### config.mk
export PLATFORM = sky130hd
export DESIGN_NAME = alpha_over_composite_unit
export DESIGN_NICKNAME = d
export VERILOG_FILES = /design/src/design/aoc_pkg.sv /design/src/design/alpha_over_composite_unit.sv /design/src/design/aoc_front.sv /design/src/design/aoc_div_cell.sv
export SDC_FILE = /design/constraint.sdc
export NUM_CORES = 2
export LEC_CHECK = 0
export ABC_CLOCK_PERIOD_IN_PS = 11700
export BUFFER_PORTS_ARGS = -buffer_cell sky130_fd_sc_hd__buf_2
export CAP_MARGIN = 20
export CORE_ASPECT_RATIO = 0.7
export CORE_MARGIN = 4
export CORE_UTILIZATION = 45
export DETAILED_ROUTE_END_ITERATION = 10
export GPL_ROUTABILITY_DRIVEN = 0
export RECOVER_POWER = 100
export SLEW_MARGIN = 20
export SYNTH_ARGS = -nofsm -noshare
export SYNTH_HDL_FRONTEND = slang
export SYNTH_SLANG_ARGS = --single-unit
### constraint.sdc
create_clock -name clk -period 11.7 [get_ports clk]
set_input_delay 1.755 -clock clk [delete_from_list [all_inputs] [get_ports clk]]
set_output_delay 1.755 -clock clk [all_outputs]
set_load 0.02 [all_outputs]
### src/design/aoc_pkg.sv
// ----------------------------------------------------------------------------
// Alpha-over composite package
// Shared constants and the record that moves down the divider cell row.
// ----------------------------------------------------------------------------
package aoc_pkg;

	localparam int LANES   = 4;
	localparam int PIX_W   = 8;
	localparam int NUM_W   = 24;
	localparam int D_W     = 16;
	localparam int QBITS   = 8;
	localparam int LATENCY = 2 + QBITS;

	localparam logic [PIX_W-1:0] ALPHA_FULL = 8'd255;

	localparam int LANE_RED   = 0;
	localparam int LANE_GREEN = 1;
	localparam int LANE_BLUE  = 2;
	localparam int LANE_ALPHA = 3;

	typedef struct packed {
		logic                                valid;
		logic                                zero;
		logic [LANES-1:0][NUM_W-1:0]         rem;
		logic [LANES-1:0][NUM_W-1:0]         dvs;
		logic [LANES-1:0][QBITS-1:0]         quo;
	} cell_t;

endpackage

### src/design/alpha_over_composite_unit.sv
// ----------------------------------------------------------------------------
// Alpha-over composite unit
// Porter-Duff over of two straight-alpha RGBA8 pixels, top over bottom.
// ----------------------------------------------------------------------------
// A request is taken at a rising edge with start high and busy low. busy is
// always low: the unit takes one pixel pair every cycle.
// Each result appears on out_red, out_green, out_blue and out_alpha for one
// cycle with done high, after its request has passed the whole path: two multiply stages
// form the coverage D and the color numerators, then a row of 8 divider
// cells produces one quotient bit each, MSB first. Alpha is floor(D/255),
// taken through the same cells as a fourth lane.
// Throughput is one pixel per clock, set by the cell row moving every cycle.
// When both alphas are zero the result is all zeros.
// Reset clears the valid bits; requests in flight are dropped.
// The receiver cannot stall: results are not held beyond their cycle.
// ----------------------------------------------------------------------------
module alpha_over_composite_unit (
	input  logic        clk,
	input  logic        arst_n,
	input  logic        start,
	output logic        busy,
	input  logic [7:0]  top_red,
	input  logic [7:0]  top_green,
	input  logic [7:0]  top_blue,
	input  logic [7:0]  top_alpha,
	input  logic [7:0]  bottom_red,
	input  logic [7:0]  bottom_green,
	input  logic [7:0]  bottom_blue,
	input  logic [7:0]  bottom_alpha,
	output logic        done,
	output logic [7:0]  out_red,
	output logic [7:0]  out_green,
	output logic [7:0]  out_blue,
	output logic [7:0]  out_alpha
);

	aoc_pkg::cell_t chain [0:aoc_pkg::QBITS];
	aoc_pkg::cell_t tail;
	logic           take;

	assign busy = 1'b0;
	assign take = start && !busy;

	aoc_front u_front (
		.clk          (clk),
		.arst_n       (arst_n),
		.take         (take),
		.top_red      (top_red),
		.top_green    (top_green),
		.top_blue     (top_blue),
		.top_alpha    (top_alpha),
		.bottom_red   (bottom_red),
		.bottom_green (bottom_green),
		.bottom_blue  (bottom_blue),
		.bottom_alpha (bottom_alpha),
		.head         (chain[0])
	);

	for (genvar k = 0; k < aoc_pkg::QBITS; k++) begin : g_cell
		aoc_div_cell u_cell (
			.clk    (clk),
			.arst_n (arst_n),
			.prev   (chain[k]),
			.next   (chain[k+1])
		);
	end

	assign tail      = chain[aoc_pkg::QBITS];
	assign done      = tail.valid;
	assign out_red   = tail.zero ? 8'd0 : tail.quo[aoc_pkg::LANE_RED];
	assign out_green = tail.zero ? 8'd0 : tail.quo[aoc_pkg::LANE_GREEN];
	assign out_blue  = tail.zero ? 8'd0 : tail.quo[aoc_pkg::LANE_BLUE];
	assign out_alpha = tail.zero ? 8'd0 : tail.quo[aoc_pkg::LANE_ALPHA];

	a_latency_fwd: assert property (@(posedge clk) disable iff (!arst_n)
		take |-> ##(aoc_pkg::LATENCY) done)
		else $error("request did not complete in fixed latency");

	a_latency_back: assert property (@(posedge clk) disable iff (!arst_n)
		done |-> $past(take, aoc_pkg::LATENCY))
		else $error("result without matching request");

	a_zero_out: assert property (@(posedge clk) disable iff (!arst_n)
		(done && tail.zero) |-> (out_alpha == 8'd0 && out_red == 8'd0))
		else $error("zero coverage gave nonzero result");

	a_alpha_nonzero: assert property (@(posedge clk) disable iff (!arst_n)
		(done && !tail.zero) |-> (tail.quo[aoc_pkg::LANE_ALPHA] != 8'd0))
		else $error("nonzero coverage gave zero alpha");

	a_remainder: assert property (@(posedge clk) disable iff (!arst_n)
		(done && !tail.zero) |->
		(tail.rem[aoc_pkg::LANE_ALPHA] < 24'(aoc_pkg::ALPHA_FULL)))
		else $error("alpha remainder not below divisor");

endmodule

### src/design/aoc_front.sv
// ----------------------------------------------------------------------------
// Alpha-over front end
// Two multiply stages: form the coverage D and the three color numerators,
// then load the first divider cell record.
// ----------------------------------------------------------------------------
module aoc_front (
	input  logic                    clk,
	input  logic                    arst_n,
	input  logic                    take,
	input  logic [7:0]              top_red,
	input  logic [7:0]              top_green,
	input  logic [7:0]              top_blue,
	input  logic [7:0]              top_alpha,
	input  logic [7:0]              bottom_red,
	input  logic [7:0]              bottom_green,
	input  logic [7:0]              bottom_blue,
	input  logic [7:0]              bottom_alpha,
	output aoc_pkg::cell_t          head
);

	logic                   valid_s1;
	logic [2:0][15:0]       pt_s1;
	logic [2:0][15:0]       pb_s1;
	logic [15:0]            bw_s1;
	logic [7:0]             ta_s1;
	logic [7:0]             wa_s1;
	logic [7:0]             wa;
	logic [2:0][7:0]        ct;
	logic [2:0][7:0]        cb;
	logic [15:0]            d;
	logic [2:0][23:0]       num;
	logic                                            valid_s2;
	logic                                            zero_s2;
	logic [aoc_pkg::LANES-1:0][aoc_pkg::NUM_W-1:0]   rem_s2;
	logic [aoc_pkg::LANES-1:0][aoc_pkg::NUM_W-1:0]   dvs_s2;

	assign wa = aoc_pkg::ALPHA_FULL - top_alpha;
	assign ct = {top_blue, top_green, top_red};
	assign cb = {bottom_blue, bottom_green, bottom_red};

	always_ff @(posedge clk or negedge arst_n) begin
		if (!arst_n) begin
			valid_s1 <= 1'b0;
		end else begin
			valid_s1 <= take;
		end
	end

	always_ff @(posedge clk) begin
		for (int i = 0; i < 3; i++) begin
			pt_s1[i] <= 16'(ct[i]) * 16'(top_alpha);
			pb_s1[i] <= 16'(cb[i]) * 16'(bottom_alpha);
		end
		bw_s1 <= 16'(bottom_alpha) * 16'(wa);
		ta_s1 <= top_alpha;
		wa_s1 <= wa;
	end

	assign d = 16'(ta_s1) * 16'(aoc_pkg::ALPHA_FULL) + bw_s1;

	always_comb begin
		for (int i = 0; i < 3; i++) begin
			num[i] = ({pt_s1[i], 8'b0} - 24'(pt_s1[i])) + 24'(pb_s1[i]) * 24'(wa_s1);
		end
	end

	always_ff @(posedge clk or negedge arst_n) begin
		if (!arst_n) begin
			valid_s2 <= 1'b0;
		end else begin
			valid_s2 <= valid_s1;
		end
	end

	always_ff @(posedge clk) begin
		zero_s2 <= (d == '0);
		for (int i = 0; i < 3; i++) begin
			rem_s2[i] <= num[i];
			dvs_s2[i] <= {1'b0, d, 7'b0};
		end
		rem_s2[aoc_pkg::LANE_ALPHA] <= 24'(d);
		dvs_s2[aoc_pkg::LANE_ALPHA] <= {9'b0, aoc_pkg::ALPHA_FULL, 7'b0};
	end

	assign head = '{valid: valid_s2, zero: zero_s2, rem: rem_s2, dvs: dvs_s2, quo: '0};

endmodule

### src/design/aoc_div_cell.sv
// ----------------------------------------------------------------------------
// Alpha-over divider cell
// One restoring step per lane: compare, subtract, shift in a quotient bit,
// halve the divisor and hand the record to the next cell.
// ----------------------------------------------------------------------------
module aoc_div_cell (
	input  logic            clk,
	input  logic            arst_n,
	input  aoc_pkg::cell_t  prev,
	output aoc_pkg::cell_t  next
);

	logic [aoc_pkg::LANES-1:0]                       ge;
	logic [aoc_pkg::LANES-1:0][aoc_pkg::NUM_W-1:0]   rem_n;
	logic                                            valid_q;
	logic                                            zero_q;
	logic [aoc_pkg::LANES-1:0][aoc_pkg::NUM_W-1:0]   rem_q;
	logic [aoc_pkg::LANES-1:0][aoc_pkg::NUM_W-1:0]   dvs_q;
	logic [aoc_pkg::LANES-1:0][aoc_pkg::QBITS-1:0]   quo_q;

	always_comb begin
		for (int i = 0; i < aoc_pkg::LANES; i++) begin
			ge[i]    = (prev.rem[i] >= prev.dvs[i]);
			rem_n[i] = ge[i] ? (prev.rem[i] - prev.dvs[i]) : prev.rem[i];
		end
	end

	always_ff @(posedge clk or negedge arst_n) begin
		if (!arst_n) begin
			valid_q <= 1'b0;
		end else begin
			valid_q <= prev.valid;
		end
	end

	always_ff @(posedge clk) begin
		zero_q <= prev.zero;
		for (int i = 0; i < aoc_pkg::LANES; i++) begin
			rem_q[i] <= rem_n[i];
			dvs_q[i] <= prev.dvs[i] >> 1;
			quo_q[i] <= {prev.quo[i][aoc_pkg::QBITS-2:0], ge[i]};
		end
	end

	assign next = '{valid: valid_q, zero: zero_q, rem: rem_q, dvs: dvs_q, quo: quo_q};

endmodule
==> impl_metrics.env <==
export IMPL_critPathTopFamily="adder cells"
export IMPL_critPathLaunch="u_front.wa_s1[0]"
export IMPL_ctsResizeCount=0
export IMPL_io_pins=101
export IMPL_fin_cells=10900
export IMPL_die_area_um2=181000
export IMPL_layout_drive_gt1_share_pct=4.63
export IMPL_holdCritStartpoint="g_cell[4].u_cell.next[16]"
export IMPL_fp_row_count=127
export IMPL_cts_buffers=114
export IMPL_finalHoldViolCount=0
export IMPL_postCtsSetupBuffers=0
export IMPL_yosys_top_cells_area="dfxtp_1, fa_1, ha_1"
export IMPL_placed_cell_area_um2=81400
export IMPL_synthesis_area_um2=78400
export IMPL_die_h_um=357
export IMPL_cts_hold_fix_buffers=0
export IMPL_fin_area_um2=85500
export IMPL_failed_checks="capacitance limit, slew limit"
export IMPL_setup_viol=0
export IMPL_synth_top_area_cell="dfxtp_1"
export IMPL_via_count=58600
export IMPL_slowest_delay_ps=1850
export IMPL_clock_fmax_mhz=123
export IMPL_grt_pass1_vias=58400
export IMPL_clock_sinks=1128
export IMPL_synthDistinctLibCells=86
export IMPL_cp_arrival_ps=8840
export IMPL_cts_tree="done"
export IMPL_period_needed_ps=8160
export IMPL_cp_num_buf_inv=4
export IMPL_tns_ps=0
export IMPL_dp_cells=10700
export IMPL_synth_seq_cells=1128
export IMPL_cts_clk_slew_worst_paths_ps=70
export IMPL_worst_pin_slew_ps=2620
export IMPL_wirelength_um=214000
export IMPL_finalClockSkew_ps=79.0
export IMPL_whs_ps=319
export IMPL_timing_final_crit_share_pct=69.7
export IMPL_port_buffers=99
export IMPL_post_dp_hpwl_um=175000
export IMPL_avgSynthCellArea_um2=9.29
export IMPL_routedWlPerCell_um=19.6
export IMPL_ys_flop_type="dfxtp_1"
export IMPL_cp_start_kind="flip-flop"
export IMPL_worstPathCellList="clkbuf_1 -> nand2_1 -> fa_1 -> inv_1 -> fa_1 -> inv_1 -> fa_1 -> inv_1 -> fa_1 -> ha_1 -> ha_1 -> nor3_1 -> a211oi_1 -> a21oi_1 -> o21ai_0 -> and4_1 -> a2111oi_0 -> o21ai_0 -> a21oi_1 -> xnor2_1"
export IMPL_first_iter_violations=4635
export IMPL_slew_viol_final=438
export IMPL_antenna_found_initial=13
export IMPL_start_util_pct=45.5
export IMPL_min_path_type="flip-flop to flip-flop"
export IMPL_layout_common_cells="inv_1, dfxtp_1, ha_1"
export IMPL_synthCells=8441
export IMPL_drc=0
export IMPL_root_buffer="clkbuf_16"
export IMPL_postSynth_asyncResetShare_pct=0.887
export IMPL_cts_buffer_depth=3
export IMPL_core_um2=172000
export IMPL_max_slew_margin_pct=-74.9
export IMPL_reg2reg_from="u_front.wa_s1[0]"
export IMPL_grt_first_pass_wirelength_um=337000
export IMPL_syn_num_nets=10000
export IMPL_maxCapViolCount=14
export IMPL_track_usage_pct=23.8
export IMPL_rsz0062_at_grt="false"
export IMPL_final_antenna_net_count=0
export IMPL_slowest_stage="clkbuf_1"
export IMPL_yosysSeqAreaShare_pct=28.9
export IMPL_status="finished with violations"
export IMPL_clock_latency_ps=800
export IMPL_viasPerCell=5.36
export IMPL_crit_required_ps=12390
export IMPL_nets=10100
export IMPL_yosysTopAreaCellShare_pct=28.5
export IMPL_path_class="flip-flop to flip-flop"
export IMPL_overflow=0
export IMPL_synth_edff_count=0
export IMPL_die_x_um=507
export IMPL_drtPass1Iterations=5
export IMPL_yosys_warnings=0
export IMPL_grt_max_degree=49
export IMPL_worst_path_max_fanout=48
export IMPL_area_delta_synth_final_pct=9.05
export IMPL_cpMostUsedCell="fa_1"
export IMPL_cts_htree_levels=3
export IMPL_cp_end_kind="flip-flop"
layer usage:
metal | vias up | wire length, um | global-route usage, %
met5 | - | 108 | 0
li1 | 28000 | - | -
met1 | 28600 | 111000 | 38.0
met4 | 14 | 2510 | 3.30
met3 | 218 | 20900 | 6.87
met2 | 1808 | 79600 | 31.7
final timing paths:
| path | endpoint | slack, ps | cells past startpoint |
|---|---|---|---|
| max | u_front.head[151] | 3540 | 20 |
| min | g_cell[5].u_cell.next[17] | 320 | 0 |
| max reg2reg | u_front.head[151] | 3540 | 20 |
| min reg2reg | g_cell[5].u_cell.next[17] | 320 | 0 |
| max in group asynchronous | g_cell[2].u_cell.valid_q | 10370 | 1 |
| min in group asynchronous | g_cell[7].u_cell.valid_q | 980 | 1 |
flip-flops by register name (all words and copies together) (netlist names), 8 cells and up:
name / flops
g_cell.u_cell.next: 893
u_front.head: 88
u_front.pb_s1: 48
u_front.pt_s1: 48
u_front.bw_s1: 16
g_cell.u_cell.valid_q: 8
g_cell.u_cell.zero_q: 8
u_front.ta_s1: 8
u_front.wa_s1: 8
through the flow:
step / utilization [%] / setup slack, ps
after floorplan: - / 5710
after global placement: 47.3 / 5240
after detailed placement: 47.3 / 5220
after CTS: 49.8 / 5100
after global routing: 49.6 / 3010
final: 49.6 / 3540
logic make-up after synthesis:
group / share of synthesized area [%]
AND/OR/NAND/NOR: 15.3
XOR/XNOR: 6.60
buffers and inverters: 6.25
flip-flops: 28.9
other: 0.00478
AO/OA/AOI/OAI: 11.1
adder cells (fa/ha/maj): 30.3
multiplexers: 1.60
cell type report:
class,count,area (um^2)
flip-flops and latches,1128,22600
repair buffers,133,604
clock inverters,75,1140
well taps,2322,2910
fillers,16200,86700
diodes,6,15.0
clock buffers,140,3160
inverters,1116,4190
multi-input cells,6009,50900
cells in the mapped netlist (25+ instances only):
master and count:
a211oi_1 40, a21boi_0 37, a21o_1 193, a21oi_1 442, a31oi_1 44, and2_1 384
and3_1 39, clkbuf_1 178, dfxtp_1 1118, fa_1 657, ha_1 847, inv_1 1115
mux2_2 91, nand2_1 759, nand2b_1 81, nand3_1 88, nand4_1 66, nor2_1 470
nor2b_1 161, nor3_1 149, nor4_1 67, o211ai_1 28, o21a_1 70, o21ai_0 293
o21bai_1 33, o31ai_1 25, or3_1 54, xnor2_1 321, xor2_1 270
worst register-to-register path: stages, from the launching register on:
cell,delay (ps)
dfxtp_2,310
clkbuf_1,1850
nand2_1,320
fa_1,680
inv_1,60
fa_1,490
inv_1,60
fa_1,530
inv_1,50
fa_1,430
ha_1,280
ha_1,320
nor3_1,260
a211oi_1,140
a21oi_1,260
o21ai_0,220
and4_1,270
a2111oi_0,970
o21ai_0,230
a21oi_1,220
xnor2_1,140
Power is left out: the tool's default activity adds up to more than one toggle a clock period on the data nets, which glitch-free logic cannot reach.
